===== src/rtl/mitf_pkg.sv =====
`timescale 1ns / 1ps
// shared types, constants and helpers of the max intensity window filter
// no dependencies
package mitf_pkg;

  localparam int COL_W      = 11;
  localparam int ROW_W      = 13;
  localparam int RAD_W      = 3;
  localparam int SLOT_W     = 4;
  localparam int LVL_W      = 16;
  localparam int CH_W       = 8;
  localparam int PIX_W      = 4 * CH_W;
  localparam int CFG_IDX_W  = 2;
  localparam int CFG_DATA_W = 16;

  // register indexes
  localparam logic [CFG_IDX_W-1:0] REG_IMAGE_WIDTH   = 2'd0;
  localparam logic [CFG_IDX_W-1:0] REG_IMAGE_HEIGHT  = 2'd1;
  localparam logic [CFG_IDX_W-1:0] REG_WINDOW_RADIUS = 2'd2;
  localparam logic [CFG_IDX_W-1:0] REG_LEVELS_Q8     = 2'd3;

  // command codes
  localparam logic CMD_PIXEL = 1'b0;
  localparam logic CMD_DRAIN = 1'b1;

  // effective geometry after clamping
  typedef struct packed {
    logic [COL_W-1:0]  w;
    logic [ROW_W-1:0]  h;
    logic [RAD_W-1:0]  r;
    logic [SLOT_W-1:0] rows;
    logic [LVL_W-1:0]  levels;
  } geom_t;

  // one output pixel to compute
  typedef struct packed {
    logic [COL_W-1:0]  col;
    logic [ROW_W-1:0]  row;
    logic [SLOT_W-1:0] slot;
    logic              last_px;
    logic              run_last;
  } job_t;

  // window of output (ocol,orow) fully received
  function automatic logic output_ready(input logic [ROW_W-1:0] irow,
                                        input logic [COL_W-1:0] icol,
                                        input logic [ROW_W-1:0] orow,
                                        input logic [COL_W-1:0] ocol,
                                        input geom_t g);
    logic [COL_W:0] nx;
    logic [ROW_W:0] ny;
    logic ok;
    nx = {1'b0, ocol} + (COL_W+1)'(g.r);
    if (nx > {1'b0, g.w} - 1'b1) nx = {1'b0, g.w} - 1'b1;
    ny = {1'b0, orow} + (ROW_W+1)'(g.r);
    if (ny > {1'b0, g.h} - 1'b1) ny = {1'b0, g.h} - 1'b1;
    ok = (orow < g.h) && (ocol < g.w);
    return ok && (({1'b0, irow} > ny) || (({1'b0, irow} == ny) && ({1'b0, icol} > nx)));
  endfunction

  // floor((r+g+b)/3) by reciprocal, exact for sums below 2048
  function automatic logic [CH_W-1:0] div3(input logic [PIX_W-1:0] p);
    logic [9:0]  s;
    logic [20:0] m;
    s = 10'(p[7:0]) + 10'(p[15:8]) + 10'(p[23:16]);
    m = 21'(s) * 21'd683;
    return m[18:11];
  endfunction

  // gain and saturate
  function automatic logic [CH_W-1:0] gain(input logic [CH_W-1:0] q,
                                           input logic [LVL_W-1:0] lv);
    logic [23:0] t;
    t = 24'(q) * 24'(lv);
    return (t[23:16] != 8'd0) ? 8'hFF : t[15:8];
  endfunction

  function automatic logic [SLOT_W-1:0] slot_inc(input logic [SLOT_W-1:0] s,
                                                 input logic [SLOT_W-1:0] rows);
    return (s + 1'b1 == rows) ? '0 : s + 1'b1;
  endfunction

endpackage


===== src/rtl/mitf_queue.sv =====
`timescale 1ns / 1ps
// two entry job queue between front and back
// depends on mitf_pkg
module mitf_queue import mitf_pkg::*; (
  input  logic clk,
  input  logic rst,
  input  logic push,
  input  job_t push_job,
  output logic full,
  input  logic pop,
  output job_t pop_job,
  output logic empty
);

  job_t       entry [2];
  logic       wptr;
  logic       rptr;
  logic [1:0] count;

  assign full    = (count == 2'd2);
  assign empty   = (count == 2'd0);
  assign pop_job = entry[rptr];

  // pointers and fill level
  always_ff @(posedge clk) begin
    if (rst) begin
      wptr  <= 1'b0;
      rptr  <= 1'b0;
      count <= 2'd0;
    end else begin
      if (push) wptr <= ~wptr;
      if (pop) rptr <= ~rptr;
      count <= count + 2'(push) - 2'(pop);
    end
  end

  // storage
  always_ff @(posedge clk) begin
    if (push) entry[wptr] <= push_job;
  end

endmodule


===== config.mk =====
export PLATFORM = sky130hd
export DESIGN_NAME = mitf_queue
export DESIGN_NICKNAME = d
export VERILOG_FILES = /design/src/rtl/mitf_pkg.sv /design/src/rtl/mitf_queue.sv
export SDC_FILE = /design/constraint.sdc
export NUM_CORES = 1
export LEC_CHECK = 0
export BUFFER_PORTS_ARGS = -buffer_cell sky130_fd_sc_hd__clkbuf_2
export CORE_MARGIN = 2
export CORE_UTILIZATION = 24
export DETAILED_ROUTE_END_ITERATION = 8
export PLACE_DENSITY = 0.44
export SLEW_MARGIN = 20
export SYNTH_ARGS = -nofsm -noshare
export SYNTH_HDL_FRONTEND = slang
export SYNTH_SLANG_ARGS = --single-unit

===== constraint.sdc =====
create_clock -name clk -period 2.75 [get_ports clk]
set_input_delay 0.1375 -clock clk [delete_from_list [all_inputs] [get_ports clk]]
set_output_delay 0.1375 -clock clk [all_outputs]
set_load 0.02 [all_outputs]

==> summary.md <==
| Metric | Value |
|---|---|
| Status | `finished, final reports clean` |
| Drt drc | `0` |
| H-tree depth | `3` |
| CP Capture Type | `primary output` |
| GRT Overall Usage | `9.03%` |
| Setup Skew | `between 0.008 and 0.009 ns` |
| Post-synth top cells | `edfxtp_1 (60), mux2_2 (30), dfxtp_1 (5), nor2_1 (5)` |
| Setup bufs post-CTS | `0` |
| First-pass GRT wire length | `7210 um` |
| Worst VDD drop | `0.000258 V` |
| Hold Crit Depth | `2` |
| Cts bufs inserted | `9` |
| Worst EP arrival | `around 1.6 ns` |
| Area post-placement | `0.00287 mm^2` |
| Slew headroom | `a little under two fifths` |
| Sequential share of the synthesized area | `between 70% and 80%` |
| Reg2reg start | `wptr` |
| Seq cells post-synth | `65` |
| Final #Nets | `approximately 260` |
| Max Clk Rate | `between 0.5 and 0.6 GHz` |
| Hold slack final | `roughly 0.035 ns` |
| Mapped Avg Cell Area | `around 21 um^2` |
| CP Class | `reg2out` |
| Slowest CP cell | `mux2_2` |
| Fin Setup TNS | `0 ns` |
| Post-CTS resize count | `0` |
| TritonCTS clock tree | `yes` |
| Yosys warning count | `0` |
| Routed len/inst | `12.7 um` |
| Synth-to-layout area growth | `41.8%` |
| Deepest clock path buffer count | `2` |
| Worst-Skew Late Latency | `between 0.3 and 0.4 ns` |
| R2R cell count | `1` |
| Worst-margin pin slew | `0.946 ns` |
| Post-layout util | `approximately a third` |
| WHS Endpoint | `count[1]` |
| Final setup vio count | `0` |
| Share of layout cells above drive strength 1 | `roughly half` |
| Buffers on Ports | `65` |
| Final Hold Fails | `0` |
| Row count | `36` |
| Largest cells by area after synthesis | `edfxtp_1 (75%), mux2_2 (14%), dfxtp_1 (4.2%), buf_6 (1.4%), ha_1 (1.0%)` |
| FF-to-FF End | `entry[0][26]` |
| Hold_sp | `rst` |
| CP Data Required Time | `approximately 2.6 ns` |
| Via count | `about 1400` |
| Largest stage delay on the critical path | `about 0.40 ns` |
| Vias in the first global route | `between 1000 and 1500` |
| Worst Path Max Fanout | `30` |
| Core box area | `around 0.0097 mm^2` |
| DP Wirelength | `~2700 um` |
| N_diodes | `0` |
| Initial DRC count | `37` |
| TritonRoute pass-1 iters | `4` |
| Yosys cell types | `11` |
| Detail Route Antenna Nets | `0` |
| Cell family with most CP delay | `buffers and inverters` |
| Initial antenna violation count | `0` |
| Vias/cell | `~3.8` |
| Final worst path period need | `around 1.7 ns` |
| Critical path buffer and inverter count | `2` |
| Post-Syn Area | `about 0.0024 mm^2` |
| Dominant synthesized flop cell | `edfxtp_1` |
| Period utilization | `62.8%` |
| Final Cell Area | `0.00339 mm^2` |
| CTS sink cnt | `65` |
| Critical path, cell by cell | `buf_4 -> mux2_2 -> clkbuf_2` |
| Remaining Overflow, GRT | `0` |
| Reg2reg setup slack | `1.25 ns` |
| Slew Viols, Final | `0` |
| Power Dens Cells | `between 700 and 800 mW/mm^2` |
| Async SR Flop Fraction | `0%` |
| Largest net degree at the start of global routing | `31` |
| Chip Height | `around 100 um` |
| Post-CTS Hold Buffers | `30` |
| WL final | `about 4500 um` |
| Leakage Power | `roughly 1.3 nW` |
| Synth top area share | `between 70% and 80%` |
| Die area | `between 0.01 and 0.015 mm^2` |
| Clock Pin Slew Worst Setup and Hold Paths | `about 0.07 ns` |
| Starting Density | `between 20% and 30%` |
| Die X | `104 um` |
| Net Count, Synth | `150` |
| Most common cell in the synthesized netlist | `edfxtp_1` |
| RSZ-0062 raised after global routing | `no` |
| EDFF count, synth | `60` |
| Root Buffer | `clkbuf_8` |
| Crit path launch type | `flip-flop` |
| Worst hold path class | `in2reg` |
| Io pins | `66` |
| Post-synthesis cell count | `approximately 110` |
| Dominant cell type by area after synthesis | `edfxtp_1` |
| Gpl congestion | `about 0.65` |
| Max Cap Viol | `0` |
-- worst max-delay path by stage --
stage,from,endpoint,slack (ns),depth (start not counted)
after floorplan,wptr,entry[0][0],0.65,1
after global placement,wptr,entry[0][20],1.25,1
after detailed placement,wptr,entry[0][20],1.21,1
after CTS,flip-flop,pop_job[18],0.97,3
after global routing,flip-flop,pop_job[26],0.89,3
final,flip-flop,pop_job[18],1.02,3
-- flip-flops by register name, summed over array words and instances, names as in the netlist, named ones only --
register and count:
count 2, entry 60, rptr 1, wptr 1
-- power breakdown --
part / leakage (nW) / internal, mW / switching (mW) / total, mW
Clock: 0.106 / 0.510 / 0.369 / 0.879
Sequential: 0.605 / 1.15 / 0.0181 / 1.17
Combinational: 0.582 / 0.156 / 0.186 / 0.343
Total: 1.29 / 1.82 / 0.574 / 2.39
-- final cells by class --
class	instances	area, um^2
flip-flops and latches	65	1900
clock inverters	7	93.8
fillers	993	6340
repair buffers	97	641
well taps	133	166
inverters	2	7.51
clock buffers	9	124
multi-input cells	44	454
-- placed cells by master, fill, tap and decap left out --
cell	n
bufinv_16	2
nor2_1	5
dlygate4sd3_1	30
inv_1	2
xnor3_1	1
xnor2_1	2
mux2_2	30
buf_4	2
ha_1	2
clkinv_2	2
dfxtp_1	5
clkbuf_2	65
inv_6	1
edfxtp_1	60
clkbuf_8	9
nor2b_1	2
clkinvlp_4	2
and2_1	1
nor2b_4	1
-- through the flow --
stage	cells	worst slack, ns	total power [mW]
detailed placement	311	1.21	1.51
floorplan	114	0.650	1.40
global placement	311	1.25	1.51
global route	357	0.887	2.51
finish	357	1.02	2.39
CTS	357	0.974	2.43
-- kinds of logic after synthesis --
group | share of synthesized area, %
adder cells (fa/ha/maj) | 1.05
buffers and inverters | 1.73
AND/OR/NAND/NOR | 1.83
XOR/XNOR | 1.68
multiplexers | 14.1
flip-flops | 79.6
-- layer usage --
layer  vias up  global-route usage [%]  share of wire, %
met5         -                       0                 0
met4         0                    4.34               1.6
met3         9                    3.90               7.2
met2        43                    14.7                48
met1       659                    10.2                43
li1        646                       -                 -
No activity file was read; power rests on OpenSTA's default activity.
