===== config.mk =====
export PLATFORM = sky130hd
export DESIGN_NAME = mitf_back
export DESIGN_NICKNAME = d
export VERILOG_FILES = /design/src/rtl/mitf_pkg.sv /design/src/rtl/mitf_back.sv
export SDC_FILE = /design/constraint.sdc
export NUM_CORES = 1
export LEC_CHECK = 0
export ABC_AREA = 1
export BUFFER_PORTS_ARGS = -buffer_cell sky130_fd_sc_hd__buf_2
export CELL_PAD_IN_SITES_DETAIL_PLACEMENT = 1
export CELL_PAD_IN_SITES_GLOBAL_PLACEMENT = 2
export CORE_MARGIN = 2
export CORE_UTILIZATION = 35
export DETAILED_ROUTE_END_ITERATION = 10
export GPL_ROUTABILITY_DRIVEN = 0
export GPL_TIMING_DRIVEN = 0
export PLACE_DENSITY_LB_ADDON = 0.1
export REMOVE_ABC_BUFFERS = 1
export SYNTH_ARGS = -nofsm -noshare
export SYNTH_HDL_FRONTEND = slang
export SYNTH_SLANG_ARGS = --single-unit

===== constraint.sdc =====
create_clock -name clk -period 29.2 [get_ports clk]
set_input_delay 7.3 -clock clk [delete_from_list [all_inputs] [get_ports clk]]
set_output_delay 7.3 -clock clk [all_outputs]
set_load 0.05 [all_outputs]

===== src/rtl/mitf_pkg.sv =====
`timescale 1ns / 1ps
// shared types, constants and helpers of the max intensity window filter
// no dependencies
package mitf_pkg;

  localparam int COL_W      = 11;
  localparam int ROW_W      = 13;
  localparam int RAD_W      = 3;
  localparam int SLOT_W     = 4;
  localparam int LVL_W      = 16;
  localparam int CH_W       = 8;
  localparam int PIX_W      = 4 * CH_W;
  localparam int CFG_IDX_W  = 2;
  localparam int CFG_DATA_W = 16;

  // register indexes
  localparam logic [CFG_IDX_W-1:0] REG_IMAGE_WIDTH   = 2'd0;
  localparam logic [CFG_IDX_W-1:0] REG_IMAGE_HEIGHT  = 2'd1;
  localparam logic [CFG_IDX_W-1:0] REG_WINDOW_RADIUS = 2'd2;
  localparam logic [CFG_IDX_W-1:0] REG_LEVELS_Q8     = 2'd3;

  // command codes
  localparam logic CMD_PIXEL = 1'b0;
  localparam logic CMD_DRAIN = 1'b1;

  // effective geometry after clamping
  typedef struct packed {
    logic [COL_W-1:0]  w;
    logic [ROW_W-1:0]  h;
    logic [RAD_W-1:0]  r;
    logic [SLOT_W-1:0] rows;
    logic [LVL_W-1:0]  levels;
  } geom_t;

  // one output pixel to compute
  typedef struct packed {
    logic [COL_W-1:0]  col;
    logic [ROW_W-1:0]  row;
    logic [SLOT_W-1:0] slot;
    logic              last_px;
    logic              run_last;
  } job_t;

  // window of output (ocol,orow) fully received
  function automatic logic output_ready(input logic [ROW_W-1:0] irow,
                                        input logic [COL_W-1:0] icol,
                                        input logic [ROW_W-1:0] orow,
                                        input logic [COL_W-1:0] ocol,
                                        input geom_t g);
    logic [COL_W:0] nx;
    logic [ROW_W:0] ny;
    logic ok;
    nx = {1'b0, ocol} + (COL_W+1)'(g.r);
    if (nx > {1'b0, g.w} - 1'b1) nx = {1'b0, g.w} - 1'b1;
    ny = {1'b0, orow} + (ROW_W+1)'(g.r);
    if (ny > {1'b0, g.h} - 1'b1) ny = {1'b0, g.h} - 1'b1;
    ok = (orow < g.h) && (ocol < g.w);
    return ok && (({1'b0, irow} > ny) || (({1'b0, irow} == ny) && ({1'b0, icol} > nx)));
  endfunction

  // floor((r+g+b)/3) by reciprocal, exact for sums below 2048
  function automatic logic [CH_W-1:0] div3(input logic [PIX_W-1:0] p);
    logic [9:0]  s;
    logic [20:0] m;
    s = 10'(p[7:0]) + 10'(p[15:8]) + 10'(p[23:16]);
    m = 21'(s) * 21'd683;
    return m[18:11];
  endfunction

  // gain and saturate
  function automatic logic [CH_W-1:0] gain(input logic [CH_W-1:0] q,
                                           input logic [LVL_W-1:0] lv);
    logic [23:0] t;
    t = 24'(q) * 24'(lv);
    return (t[23:16] != 8'd0) ? 8'hFF : t[15:8];
  endfunction

  function automatic logic [SLOT_W-1:0] slot_inc(input logic [SLOT_W-1:0] s,
                                                 input logic [SLOT_W-1:0] rows);
    return (s + 1'b1 == rows) ? '0 : s + 1'b1;
  endfunction

endpackage


===== src/rtl/mitf_back.sv =====
`timescale 1ns / 1ps
// back end: scans the window of one job and holds the chosen pixel for output
// depends on mitf_pkg
module mitf_back import mitf_pkg::*; #(
  parameter int MAX_WIDTH = 1024,
  parameter int ADDR_W    = 14
) (
  input  logic              clk,
  input  logic              rst,
  input  geom_t             g,
  input  logic              job_valid,
  input  job_t              job_in,
  output logic              job_pop,
  output logic              busy,
  output logic [ADDR_W-1:0] mem_raddr,
  input  logic [PIX_W-1:0]  mem_rdata,
  output logic              out_valid,
  input  logic              out_ready,
  output logic [CH_W-1:0]   red_out,
  output logic [CH_W-1:0]   green_out,
  output logic [CH_W-1:0]   blue_out,
  output logic [CH_W-1:0]   alpha_out,
  output logic              run_last,
  output logic              frame_end
);

  typedef enum logic [2:0] {
    B_IDLE = 3'b001,
    B_SCAN = 3'b010,
    B_DONE = 3'b100
  } bstate_t;

  bstate_t           state;
  job_t              jb;
  logic [SLOT_W-1:0] wi, wj;
  logic              issuing, v1, v2, first;
  logic [CH_W-1:0]   q2;
  logic [PIX_W-1:0]  p2;
  logic [PIX_W-1:0]  best;
  logic [CH_W-1:0]   best_i;
  logic [SLOT_W-1:0] span;

  assign span    = {g.r, 1'b0};
  assign busy    = (state == B_SCAN);
  assign job_pop = (state == B_IDLE) && job_valid;

  // clamped window coordinate to store address
  logic signed [ROW_W+1:0] yy, dy;
  logic signed [COL_W+1:0] xx;
  logic [ROW_W-1:0]        ry;
  logic [COL_W-1:0]        rx;
  logic signed [5:0]       sl;

  always_comb begin
    yy = $signed((ROW_W+2)'(jb.row)) + $signed((ROW_W+2)'(wj))
         - $signed((ROW_W+2)'(g.r));
    if (yy < 0) ry = '0;
    else if (yy > $signed((ROW_W+2)'(g.h - 1'b1))) ry = g.h - 1'b1;
    else ry = yy[ROW_W-1:0];
    xx = $signed((COL_W+2)'(jb.col)) + $signed((COL_W+2)'(wi))
         - $signed((COL_W+2)'(g.r));
    if (xx < 0) rx = '0;
    else if (xx > $signed((COL_W+2)'(g.w - 1'b1))) rx = g.w - 1'b1;
    else rx = xx[COL_W-1:0];
    dy = $signed((ROW_W+2)'(ry)) - $signed((ROW_W+2)'(jb.row));
    sl = $signed(6'(jb.slot)) + dy[5:0];
    if (sl < 0) sl = sl + $signed(6'(g.rows));
    else if (sl >= $signed(6'(g.rows))) sl = sl - $signed(6'(g.rows));
    mem_raddr = ADDR_W'(sl[SLOT_W-1:0]) * ADDR_W'(MAX_WIDTH) + ADDR_W'(rx);
  end

  // intensity of the pixel in the compare stage
  logic [CH_W-1:0] it2;
  assign it2 = gain(q2, g.levels);

  // scan sequencer and running maximum
  always_ff @(posedge clk) begin
    if (rst) begin
      state     <= B_IDLE;
      issuing   <= 1'b0;
      v1        <= 1'b0;
      v2        <= 1'b0;
      first     <= 1'b0;
      out_valid <= 1'b0;
      wi        <= '0;
      wj        <= '0;
    end else begin
      v1 <= (state == B_SCAN) && issuing;
      v2 <= v1;
      if (out_valid && out_ready) out_valid <= 1'b0;
      unique case (state)
        B_IDLE: begin
          if (job_valid) begin
            jb      <= job_in;
            wi      <= '0;
            wj      <= '0;
            issuing <= 1'b1;
            first   <= 1'b1;
            state   <= B_SCAN;
          end
        end
        B_SCAN: begin
          if (issuing) begin
            if (wi == span) begin
              wi <= '0;
              if (wj == span) issuing <= 1'b0;
              else wj <= wj + 1'b1;
            end else begin
              wi <= wi + 1'b1;
            end
          end
          if (v2) begin
            first <= 1'b0;
            if (first || it2 > best_i) begin
              best   <= p2;
              best_i <= it2;
            end
          end
          if (!issuing && !v1 && !v2) state <= B_DONE;
        end
        B_DONE: begin
          if (!out_valid || out_ready) begin
            out_valid <= 1'b1;
            state     <= B_IDLE;
          end
        end
        default: state <= B_IDLE;
      endcase
    end
  end

  // pipeline payload and output register
  always_ff @(posedge clk) begin
    if (v1) begin
      q2 <= div3(mem_rdata);
      p2 <= mem_rdata;
    end
    if (state == B_DONE && (!out_valid || out_ready)) begin
      red_out   <= best[7:0];
      green_out <= best[15:8];
      blue_out  <= best[23:16];
      alpha_out <= best[31:24];
      run_last  <= jb.run_last;
      frame_end <= jb.last_px;
    end
  end

endmodule


==> results of run 1 <==
## state kept, by name, summed over array words and instances, names as in the netlist, 3 cells and up
name and flops:
wj 4, alpha_out 8, p2 32, red_out 8, jb 30, state 3, wi 4, best_i 8
blue_out 8, best 32, q2 8, green_out 8
## layout make-up
cell class                      instances  area (um^2)
Sequential cell                       160         4650
Inverter                              379         1420
Fill cell                            5043        25700
Clock inverter                         11         98.8
Multi-Input combinational cell       1068         8900
Clock buffer                           21          440
Timing Repair Buffer                  170          913
Antenna cell                            3         7.51
Tap cell                              546          683
## worst paths after layout
path,from,endpoint,cells past startpoint
worst max register to register,q2[7]$_DFFE_PP_,best[15]$_DFFE_PP_,23
worst min register to register,p2[6]$_DFFE_PP_,best[6]$_DFFE_PP_,0
worst max-delay path,g[22],mem_raddr[12],43
worst min-delay path,p2[6]$_DFFE_PP_,best[6]$_DFFE_PP_,0
## cell usage in the layout (no fill, tap or decap), drive strengths merged, types with 17 or more instances in the layout
master	n
xor2	54
nor2	78
inv	386
nand4	27
fa	125
nand3	45
nor3	17
buf	170
a21oi	95
o21ai	37
xnor2	30
ha	194
nand2	295
clkbuf	21
edfxtp	144
## critical path: cells and delay by family
kind            cells  cell delay (ns)
xor+xnor            2             0.29
buf+inv             7             0.95
fa+ha+maj           7             2.85
simple gates       17             1.98
compound gates     10             1.62
## per-layer routing
| layer | global-route usage [%] | wire length [um] |
|---|---|---|
| met2 | 31.9 | 19400 |
| met4 | 3.55 | 321 |
| met5 | 0 | 15 |
| met3 | 2.20 | 675 |
| met1 | 22.3 | 17000 |
## power groups by stage
stage	Combinational (uW)	Sequential, uW	Clock, uW
final	1420	298	210
after global routing	1640	299	225
after CTS	1450	299	216
after detailed placement	1440	304	0
after global placement	1410	304	0
after floorplan	1090	302	0
## logic make-up after synthesis
logic type               after synthesis  share of synthesized area (%)
adder cells (fa/ha/maj)              319                           32.7
AO/OA/AOI/OAI                        182                           7.04
XOR/XNOR                              84                           4.88
buffers and inverters                411                           10.3
flip-flops                           160                           30.8
AND/OR/NAND/NOR                      483                           14.3
## metrics by stage
step / cells / utilization [%] / worst slack (ns) / hold slack (ns) / total power, uW
after floorplan: 1607 / - / 7.70 / 0.400 / 1400
after global placement: 2316 / 38.4 / 6.96 / 0.400 / 1720
after detailed placement: 2323 / 38.7 / 6.86 / 0.406 / 1750
after CTS: 2355 / 40.0 / 6.83 / 0.416 / 1970
after global routing: 2357 / 40.0 / 6.10 / 0.415 / 2170
final: 2358 / 40.0 / 6.89 / 0.420 / 1930
==> flow_results.xml, run 1 <==
<?xml version="1.0" encoding="UTF-8"?>
<metrics>
  <group name="cts">
    <metric name="cts.hold.buffers_added" unit="">0</metric>
    <metric name="cts_setup_buffers" unit="">0</metric>
    <metric name="cts-root-to-sink-buffers" unit="">2</metric>
    <metric name="cts_tree" unit="">yes</metric>
    <metric name="postCtsResizedCells" unit="">0</metric>
    <metric name="insertion_delay" unit="ns">0.44</metric>
    <metric name="clkTransAtPathRegs" unit="ns">0.07</metric>
    <metric name="cts_htree_levels" unit="">4</metric>
    <metric name="clock-root-buffer" unit="">sky130_fd_sc_hd__clkbuf_16</metric>
    <metric name="tritoncts_num_sinks" unit="">160</metric>
    <metric name="cts_inserted_buffers" unit="">17</metric>
  </group>
  <group name="power">
    <metric name="power_frac_comb" unit="%">73.6</metric>
    <metric name="clock_power_share" unit="%">10.9</metric>
    <metric name="p_int" unit="uW">944</metric>
    <metric name="p_sw_share" unit="%">51.0</metric>
    <metric name="seqPwrFrac" unit="%">15.5</metric>
    <metric name="switchingPower" unit="uW">984</metric>
    <metric name="worst_ir_drop_vdd" unit="uV">230</metric>
    <metric name="static_power_due_to_leakage" unit="uW">0.00862</metric>
    <metric name="cellPowerDensity" unit="nW/um^2">113</metric>
  </group>
  <group name="logic_synthesis">
    <metric name="synth_seq_area_share" unit="%">30.8</metric>
    <metric name="synthesis_stage_register_bit_count" unit="">160</metric>
    <metric name="syn-mean-instance-area" unit="um^2">9.20</metric>
    <metric name="synth_warnings" unit="">0</metric>
    <metric name="synth_area_leader_cell" unit="">sky130_fd_sc_hd__edfxtp_1</metric>
    <metric name="synth_async_sr_flop_share" unit="%">0</metric>
    <metric name="syn-cell-area" unit="um^2">15100</metric>
    <metric name="yosys-top-cells-area" unit="">sky130_fd_sc_hd__edfxtp_1 (29%), sky130_fd_sc_hd__fa_1 (17%), sky130_fd_sc_hd__ha_1 (16%), sky130_fd_sc_hd__inv_1 (9.4%), sky130_fd_sc_hd__nand2_1 (6.9%)</metric>
    <metric name="yosysTopAreaCellShare" unit="%">28.7</metric>
    <metric name="post_synth_top_cells" unit="">sky130_fd_sc_hd__inv_1 (377), sky130_fd_sc_hd__nand2_1 (279), sky130_fd_sc_hd__ha_1 (194), sky130_fd_sc_hd__edfxtp_1 (144), sky130_fd_sc_hd__fa_1 (125)</metric>
    <metric name="post_synth_edffs" unit="">144</metric>
    <metric name="synthCells" unit="">1639</metric>
    <metric name="yosysMostFrequentCell" unit="">sky130_fd_sc_hd__inv_1</metric>
    <metric name="yosys.cell_types.count" unit="">50</metric>
    <metric name="flip_flop_cell_with_the_highest_count_after_synthesis" unit="">sky130_fd_sc_hd__edfxtp_1</metric>
  </group>
  <group name="run_status">
    <metric name="run_status" unit="">finished, final reports clean</metric>
  </group>
  <group name="final_layout">
    <metric name="flow.area_growth_from_synthesis" unit="%">13.6</metric>
    <metric name="postLayoutCellArea" unit="um^2">17100</metric>
    <metric name="drive_gt1_share" unit="%">13.1</metric>
    <metric name="finish.net_count" unit="">2228</metric>
  </group>
  <group name="min_path">
    <metric name="hold_path_class" unit="">register to register</metric>
  </group>
  <group name="place">
    <metric name="place.port_buffers" unit="">163</metric>
    <metric name="dpl_cell_area" unit="um^2">16600</metric>
    <metric name="hpwl" unit="um">32000</metric>
  </group>
  <group name="floorplan">
    <metric name="floorplan.die.height" unit="um">212</metric>
    <metric name="top_level_ports" unit="">164</metric>
    <metric name="fp.coreArea" unit="um^2">42800</metric>
    <metric name="die_width" unit="um">212</metric>
    <metric name="initial_core_utilization" unit="%">35.2</metric>
    <metric name="floorplan.die_area" unit="um^2">44700</metric>
    <metric name="std_cell_rows" unit="">76</metric>
  </group>
  <group name="timing">
    <metric name="min_period" unit="ns">22.31</metric>
    <metric name="worstMarginPinSlew" unit="ns">0.733</metric>
    <metric name="final-setup-viol-count" unit="">0</metric>
    <metric name="setup_tns" unit="ns">0</metric>
    <metric name="final_hold_vio_count" unit="">0</metric>
    <metric name="grt_setup_unrepaired" unit="">no</metric>
    <metric name="min_period_over_period" unit="%">76.4</metric>
    <metric name="clock-skew-final" unit="ns">0.0143</metric>
    <metric name="max_freq" unit="GHz">0.0448</metric>
    <metric name="slew-limit-headroom" unit="%">51.1</metric>
    <metric name="final_max_tran_viols" unit="">0</metric>
  </group>
  <group name="global_route">
    <metric name="grt_antenna_before_repair" unit="">3</metric>
    <metric name="maximum_number_of_pins_on_one_net_before_global_route_repair" unit="">33</metric>
    <metric name="first_global_vias" unit="">11923</metric>
    <metric name="grt-ovfl-total" unit="">0</metric>
    <metric name="groute.usage.overall" unit="%">17.5</metric>
    <metric name="first_pass_grt_wire_length" unit="um">61400</metric>
  </group>
  <group name="route">
    <metric name="firstDrtPassIters" unit="">4</metric>
    <metric name="post_drt_via_cell_ratio" unit="">4.67</metric>
    <metric name="drc" unit="">0</metric>
    <metric name="wire_per_inst" unit="um">15.9</metric>
    <metric name="route.antenna.remaining_nets" unit="">0</metric>
    <metric name="num_vias" unit="">11013</metric>
    <metric name="detail_route.wirelength" unit="um">37500</metric>
    <metric name="detail_route.iter0.violations" unit="">261</metric>
  </group>
  <group name="critical_path">
    <metric name="crit_path_max_fanout" unit="">8</metric>
    <metric name="worst_path_most_repeated_cell" unit="">sky130_fd_sc_hd__nand2_1</metric>
    <metric name="crit_required" unit="ns">21.90</metric>
    <metric name="slowest_delay" unit="ns">0.67</metric>
    <metric name="worst-setup-path-type" unit="">primary input to output port</metric>
    <metric name="crit_slowest_cell" unit="">sky130_fd_sc_hd__fa_1</metric>
    <metric name="critical_path.startpoint_type" unit="">primary input</metric>
    <metric name="r2r_slack" unit="ns">22.41</metric>
    <metric name="cp_data_arrival_time" unit="ns">15.01</metric>
    <metric name="worst_setup_path_end_kind" unit="">output port</metric>
  </group>
  <group name="run">
    <metric name="max-cap-violations" unit="">0</metric>
  </group>
</metrics>
No activity file was read; power rests on OpenSTA's default activity.
==> run 2: changes to the inputs <==
--- a/config.mk
+++ b/config.mk
@@ -10,7 +10,7 @@
 export CELL_PAD_IN_SITES_DETAIL_PLACEMENT = 1
 export CELL_PAD_IN_SITES_GLOBAL_PLACEMENT = 2
 export CORE_MARGIN = 2
-export CORE_UTILIZATION = 35
+export CORE_UTILIZATION = 34
 export DETAILED_ROUTE_END_ITERATION = 10
 export GPL_ROUTABILITY_DRIVEN = 0
 export GPL_TIMING_DRIVEN = 0
==> constraint.sdc (replaced) <==
create_clock -name clk -period 19.4 [get_ports clk]
set_input_delay 4.85 -clock clk [delete_from_list [all_inputs] [get_ports clk]]
set_output_delay 4.85 -clock clk [all_outputs]
set_load 0.05 [all_outputs]
==> run 2 against run 1 <==
  * Largest power group unchanged
  * Critical path depth is the same
  * Register-to-register slack got worse by 9.8 ns
  * Combinational power is 51% higher
  * Hold slack worse by 0.0090 ns
  * Flip-flop and latch count stayed put
  * Critical endpoint unchanged
==> flow_results.xml, run 2 (synthesis results as in run 1) <==
<?xml version="1.0" encoding="UTF-8"?>
<metrics>
  <group name="critical_path">
    <metric name="reg2reg_from" unit="">q2[3]$_DFFE_PP_</metric>
    <metric name="worst_setup_path_end_kind" unit="">output port</metric>
    <metric name="worstSetupStartpoint" unit="">g[22]</metric>
    <metric name="slowest_delay" unit="ns">0.66</metric>
    <metric name="critical_path.startpoint_type" unit="">primary input</metric>
    <metric name="worst-setup-path-type" unit="">primary input to output port</metric>
    <metric name="worst_path_most_repeated_cell" unit="">sky130_fd_sc_hd__nand2_1</metric>
    <metric name="r2r_slack" unit="ns">12.58</metric>
    <metric name="ff2ff_path_depth" unit="">28</metric>
    <metric name="crit_slowest_cell" unit="">sky130_fd_sc_hd__fa_1</metric>
    <metric name="r2r_end" unit="">best[24]$_DFFE_PP_</metric>
    <metric name="cp_data_arrival_time" unit="ns">12.32</metric>
    <metric name="crit_path_max_fanout" unit="">8</metric>
    <metric name="crit_required" unit="ns">14.55</metric>
  </group>
  <group name="route">
    <metric name="drc" unit="">0</metric>
    <metric name="detail_route.iter0.violations" unit="">434</metric>
    <metric name="firstDrtPassIters" unit="">4</metric>
    <metric name="post_drt_via_cell_ratio" unit="">4.61</metric>
    <metric name="route.antenna.remaining_nets" unit="">0</metric>
    <metric name="num_vias" unit="">11072</metric>
    <metric name="detail_route.wirelength" unit="um">37500</metric>
    <metric name="wire_per_inst" unit="um">15.6</metric>
  </group>
  <group name="floorplan">
    <metric name="fp.coreArea" unit="um^2">44000</metric>
    <metric name="std_cell_rows" unit="">77</metric>
    <metric name="floorplan.die_area" unit="um^2">46000</metric>
    <metric name="top_level_ports" unit="">164</metric>
    <metric name="floorplan.die.height" unit="um">215</metric>
    <metric name="die_width" unit="um">215</metric>
    <metric name="initial_core_utilization" unit="%">34.2</metric>
  </group>
  <group name="cts">
    <metric name="tritoncts_num_sinks" unit="">160</metric>
    <metric name="clock-root-buffer" unit="">sky130_fd_sc_hd__clkbuf_16</metric>
    <metric name="cts_tree" unit="">yes</metric>
    <metric name="cts_htree_levels" unit="">4</metric>
    <metric name="cts_inserted_buffers" unit="">17</metric>
    <metric name="postCtsResizedCells" unit="">0</metric>
    <metric name="clkTransAtPathRegs" unit="ns">0.07</metric>
    <metric name="insertion_delay" unit="ns">0.45</metric>
    <metric name="cts-root-to-sink-buffers" unit="">2</metric>
    <metric name="cts_setup_buffers" unit="">0</metric>
    <metric name="cts.hold.buffers_added" unit="">0</metric>
  </group>
  <group name="timing">
    <metric name="final_max_tran_viols" unit="">0</metric>
    <metric name="grt_setup_unrepaired" unit="">no</metric>
    <metric name="final.hold.worst_slack" unit="ns">0.411</metric>
    <metric name="min_period" unit="ns">17.17</metric>
    <metric name="slew-limit-headroom" unit="%">33.2</metric>
    <metric name="final_hold_vio_count" unit="">0</metric>
    <metric name="worstMarginPinSlew" unit="ns">0.993</metric>
    <metric name="final-setup-viol-count" unit="">0</metric>
    <metric name="max_freq" unit="GHz">0.0583</metric>
    <metric name="clock-skew-final" unit="ns">0.0190</metric>
    <metric name="min_period_over_period" unit="%">88.5</metric>
    <metric name="setup_tns" unit="ns">0</metric>
  </group>
  <group name="power">
    <metric name="switchingPower" unit="uW">1500</metric>
    <metric name="seqPwrFrac" unit="%">15.3</metric>
    <metric name="p_int" unit="uW">1440</metric>
    <metric name="power_frac_comb" unit="%">72.9</metric>
    <metric name="p_sw_share" unit="%">51.0</metric>
    <metric name="static_power_due_to_leakage" unit="uW">0.00866</metric>
    <metric name="clock_power_share" unit="%">11.8</metric>
    <metric name="cellPowerDensity" unit="nW/um^2">170</metric>
    <metric name="worst_ir_drop_vdd" unit="uV">369</metric>
  </group>
  <group name="place">
    <metric name="hpwl" unit="um">31900</metric>
    <metric name="place.port_buffers" unit="">163</metric>
  </group>
  <group name="final_layout">
    <metric name="largestRegisters" unit="">best (32), p2 (32), jb (30)</metric>
    <metric name="flow.area_growth_from_synthesis" unit="%">14.4</metric>
    <metric name="finish.net_count" unit="">2228</metric>
    <metric name="drive_gt1_share" unit="%">13.3</metric>
    <metric name="insertedDiodeCount" unit="">0</metric>
    <metric name="layout.cells.most_common" unit="">sky130_fd_sc_hd__inv_1</metric>
    <metric name="layout.cells.most_common_list" unit="">sky130_fd_sc_hd__inv_1 (377), sky130_fd_sc_hd__nand2_1 (279), sky130_fd_sc_hd__ha_1 (194), sky130_fd_sc_hd__buf_2 (163), sky130_fd_sc_hd__edfxtp_1 (144)</metric>
    <metric name="layout.core_utilization" unit="%">39.2</metric>
  </group>
  <group name="global_route">
    <metric name="first_pass_grt_wire_length" unit="um">63000</metric>
    <metric name="first_global_vias" unit="">12103</metric>
    <metric name="grt-ovfl-total" unit="">0</metric>
    <metric name="maximum_number_of_pins_on_one_net_before_global_route_repair" unit="">33</metric>
    <metric name="groute.usage.overall" unit="%">17.2</metric>
    <metric name="grt_antenna_before_repair" unit="">0</metric>
  </group>
  <group name="min_path">
    <metric name="hold_path_class" unit="">register to register</metric>
    <metric name="whs_endpoint" unit="">red_out[0]$_DFFE_PP_</metric>
    <metric name="hold_depth" unit="">0</metric>
    <metric name="timing.hold.worst.start" unit="">best[0]$_DFFE_PP_</metric>
  </group>
  <group name="run">
    <metric name="max-cap-violations" unit="">0</metric>
  </group>
  <group name="run_status">
    <metric name="run_status" unit="">finished, final reports clean</metric>
  </group>
</metrics>
## run 2: changes by cell type in the layout (fill, tap and decap cells not counted), sizes merged
| cell | previous run | this run |
|---|---|---|
| bufinv | 0 | 1 |
| clkbuf | 21 | 17 |
| clkinvlp | 2 | 1 |
| clkinv | 2 | 6 |
| diode | 3 | 0 |
## run 2: worst max path at each step
stage                     to  slack [ns]  cells after the start
2_1_floorplan  mem_raddr[12]        2.80                     41
3_3_place_gp   mem_raddr[12]        2.16                     43
3_5_place_dp   mem_raddr[12]        2.10                     43
4_1_cts        mem_raddr[12]        2.08                     43
5_1_grt        mem_raddr[12]        1.19                     45
6_report       mem_raddr[12]        2.23                     43
## run 2: power groups by stage
stage / Clock (uW) / Combinational (uW) / Sequential (uW)
finish: 346 / 2140 / 449
global route: 369 / 2500 / 450
CTS: 357 / 2190 / 450
detailed placement: 0 / 2170 / 457
global placement: 0 / 2140 / 457
floorplan: 0 / 1650 / 454
## run 2: cell type report
type,instances,area (um^2)
inverter,379,1420
multi-input combinational,1068,8900
sequential,160,4650
tap,592,741
timing repair buffer,170,913
fill,5209,26800
clock inverter,15,188
clock buffer,17,425
## run 2: critical path, delay by kind of cell
family	cells	cell delay, ns
buffers and inverters	7	0.94
adders and majority gates	7	2.84
AOI/OAI and AO/OA	10	1.54
and+or+nand+nor	17	1.84
xor gates and xnor gates	2	0.29
## run 2: per-stage QoR
| stage | cell area [um^2] | power (uW) | std cells | setup slack (ns) |
|---|---|---|---|---|
| floorplan | 14900 | 2100 | 1607 | 2.80 |
| global placement | 16500 | 2600 | 2362 | 2.16 |
| detailed placement | 16600 | 2630 | 2369 | 2.10 |
| CTS | 17200 | 3000 | 2401 | 2.08 |
| global route | 17200 | 3320 | 2401 | 1.19 |
| finish | 17200 | 2930 | 2401 | 2.23 |
## run 2: layer usage
layer  track usage [%]  share of wire [%]  up-vias
met4              3.40               0.96        0
met1              22.3                 47     5398
met3              2.14                1.6       22
met5                 0                  0        -
met2              30.7                 51       80
li1                  -                  -     5572
==> run 3: changes to the inputs <==
--- a/config.mk
+++ b/config.mk
@@ -14,7 +14,7 @@
 export DETAILED_ROUTE_END_ITERATION = 10
 export GPL_ROUTABILITY_DRIVEN = 0
 export GPL_TIMING_DRIVEN = 0
-export PLACE_DENSITY_LB_ADDON = 0.1
+export PLACE_DENSITY = 0.75
 export REMOVE_ABC_BUFFERS = 1
 export SYNTH_ARGS = -nofsm -noshare
 export SYNTH_HDL_FRONTEND = slang
==> run 3 against run 2 <==
  * Clock-buffer cell count stayed put
  * First-iteration DRC count fell by 5.1%
  * Critical endpoint unchanged
  * Hold slack improved by 0.0050 ns
  * Via count rose by 0.90%
  * Power shrank 0.17%
  * Cell count hardly changed
  * Global-route usage down 0.37 points
  * Die area unchanged
  * Sequential power about the same
  * Core utilization about the same
  * Maximum frequency down 1.3%
==> flow_results.xml, run 3 (synthesis results as in run 1) <==
<?xml version="1.0" encoding="UTF-8"?>
<metrics>
  <group name="final_layout">
    <metric name="largestRegisters" unit="">best (32), p2 (32), jb (30)</metric>
    <metric name="layout.core_utilization" unit="%">39.2</metric>
    <metric name="layout.cells.most_common_list" unit="">sky130_fd_sc_hd__inv_1 (377), sky130_fd_sc_hd__nand2_1 (279), sky130_fd_sc_hd__ha_1 (194), sky130_fd_sc_hd__buf_2 (163), sky130_fd_sc_hd__edfxtp_1 (144)</metric>
    <metric name="flow.area_growth_from_synthesis" unit="%">14.5</metric>
    <metric name="layout.cells.most_common" unit="">sky130_fd_sc_hd__inv_1</metric>
    <metric name="postLayoutCellArea" unit="um^2">17300</metric>
    <metric name="finish.net_count" unit="">2228</metric>
    <metric name="drive_gt1_share" unit="%">13.3</metric>
  </group>
  <group name="run_status">
    <metric name="run_status" unit="">finished, final reports clean</metric>
  </group>
  <group name="place">
    <metric name="dpl_cell_area" unit="um^2">16600</metric>
    <metric name="place.port_buffers" unit="">163</metric>
    <metric name="hpwl" unit="um">31700</metric>
    <metric name="placement.setup.worst_slack" unit="ns">1.91</metric>
  </group>
  <group name="power">
    <metric name="totalPowerFinal" unit="uW">2930</metric>
    <metric name="cellPowerDensity" unit="nW/um^2">170</metric>
    <metric name="worst_ir_drop_vdd" unit="uV">362</metric>
    <metric name="static_power_due_to_leakage" unit="uW">0.00866</metric>
  </group>
  <group name="cts">
    <metric name="clock-root-buffer" unit="">sky130_fd_sc_hd__clkbuf_16</metric>
    <metric name="tritoncts_num_sinks" unit="">160</metric>
    <metric name="cts.hold.buffers_added" unit="">0</metric>
    <metric name="postCtsResizedCells" unit="">0</metric>
    <metric name="cts_htree_levels" unit="">4</metric>
    <metric name="cts_inserted_buffers" unit="">17</metric>
    <metric name="cts_tree" unit="">yes</metric>
    <metric name="cts-root-to-sink-buffers" unit="">2</metric>
    <metric name="insertion_delay" unit="ns">0.44</metric>
    <metric name="clkTransAtPathRegs" unit="ns">0.07</metric>
    <metric name="cts_setup_buffers" unit="">0</metric>
  </group>
  <group name="global_route">
    <metric name="groute.usage.overall" unit="%">16.8</metric>
    <metric name="first_pass_grt_wire_length" unit="um">61900</metric>
    <metric name="maximum_number_of_pins_on_one_net_before_global_route_repair" unit="">33</metric>
    <metric name="grt_antenna_before_repair" unit="">2</metric>
    <metric name="first_global_vias" unit="">12184</metric>
    <metric name="grt-ovfl-total" unit="">0</metric>
  </group>
  <group name="critical_path">
    <metric name="reg2reg_from" unit="">q2[3]$_DFFE_PP_</metric>
    <metric name="crit_required" unit="ns">14.55</metric>
    <metric name="worst_setup_path_end_kind" unit="">output port</metric>
    <metric name="ff2ff_path_depth" unit="">28</metric>
    <metric name="worstSetupStartpoint" unit="">g[22]</metric>
    <metric name="path_delay_family" unit="">adder cells</metric>
    <metric name="slowest_delay" unit="ns">0.66</metric>
    <metric name="crit_slowest_cell" unit="">sky130_fd_sc_hd__fa_1</metric>
    <metric name="cp_data_arrival_time" unit="ns">12.55</metric>
    <metric name="worst_path_most_repeated_cell" unit="">sky130_fd_sc_hd__nand2_1</metric>
    <metric name="worst-setup-path-type" unit="">primary input to output port</metric>
    <metric name="critical_path.startpoint_type" unit="">primary input</metric>
    <metric name="crit_path_max_fanout" unit="">8</metric>
    <metric name="worstPathBufferInverterCount" unit="">7</metric>
    <metric name="path_depth" unit="">43</metric>
  </group>
  <group name="floorplan">
    <metric name="initial_core_utilization" unit="%">34.2</metric>
    <metric name="floorplan.die_area" unit="um^2">46000</metric>
    <metric name="die_width" unit="um">215</metric>
    <metric name="top_level_ports" unit="">164</metric>
    <metric name="floorplan.die.height" unit="um">215</metric>
    <metric name="std_cell_rows" unit="">77</metric>
    <metric name="fp.coreArea" unit="um^2">44000</metric>
  </group>
  <group name="timing">
    <metric name="final_hold_vio_count" unit="">0</metric>
    <metric name="clock-skew-final" unit="ns">0.0110</metric>
    <metric name="min_period_over_period" unit="%">89.7</metric>
    <metric name="min_period" unit="ns">17.40</metric>
    <metric name="final-setup-viol-count" unit="">0</metric>
    <metric name="final_max_tran_viols" unit="">0</metric>
    <metric name="setup_slack" unit="ns">2.00</metric>
    <metric name="setup_tns" unit="ns">0</metric>
    <metric name="max_freq" unit="GHz">0.0575</metric>
    <metric name="slew-limit-headroom" unit="%">49.7</metric>
    <metric name="grt_setup_unrepaired" unit="">no</metric>
    <metric name="worstMarginPinSlew" unit="ns">0.754</metric>
  </group>
  <group name="route">
    <metric name="wire_per_inst" unit="um">15.5</metric>
    <metric name="detail_route.iter0.violations" unit="">412</metric>
    <metric name="route.met2.wl" unit="um">19100</metric>
    <metric name="num_vias" unit="">11172</metric>
    <metric name="met1Wirelength" unit="um">16800</metric>
    <metric name="detail_route.wirelength" unit="um">37300</metric>
    <metric name="route.antenna.remaining_nets" unit="">0</metric>
    <metric name="met3RoutedLength" unit="um">876</metric>
    <metric name="drc" unit="">0</metric>
    <metric name="firstDrtPassIters" unit="">5</metric>
    <metric name="post_drt_via_cell_ratio" unit="">4.65</metric>
    <metric name="top_signal_layer_used" unit="">met5</metric>
  </group>
  <group name="run">
    <metric name="max-cap-violations" unit="">0</metric>
  </group>
  <group name="min_path">
    <metric name="hold_depth" unit="">0</metric>
    <metric name="hold_path_class" unit="">register to register</metric>
    <metric name="timing.hold.worst.start" unit="">best[14]$_DFFE_PP_</metric>
  </group>
</metrics>
==> run 3: worst paths after layout <==
check,endpoint,slack (ns)
min,green_out[6]$_DFFE_PP_,0.42
max reg2reg,best[7]$_DFFE_PP_,12.50
max,mem_raddr[12],2.00
min reg2reg,green_out[6]$_DFFE_PP_,0.42
==> run 3: layout make-up <==
class / count / area [um^2]
antenna: 2 / 5.00
inverter: 379 / 1420
timing repair buffer: 170 / 913
clock buffer: 17 / 425
sequential: 160 / 4650
clock inverter: 15 / 201
multi-input combinational: 1068 / 8900
fill: 5175 / 26800
tap: 592 / 741
==> run 3: power breakdown <==
group          total, uW  internal (uW)  switching, uW
sequential           449            439           9.55
combinational       2130            816           1320
clock                347            178            169
==> run 3: layer usage <==
metal | up-vias | track usage (%)
li1 | 5555 | -
met1 | 5468 | 20.8
met2 | 118 | 30.9
met3 | 29 | 2.41
met4 | 2 | 3.61
met5 | - | 0
==> run 3: through the flow <==
stage	hold WS, ns	instances
detailed placement	0.405	2369
global placement	0.400	2362
CTS	0.417	2401
global route	0.419	2402
finish	0.416	2403
floorplan	0.400	1607
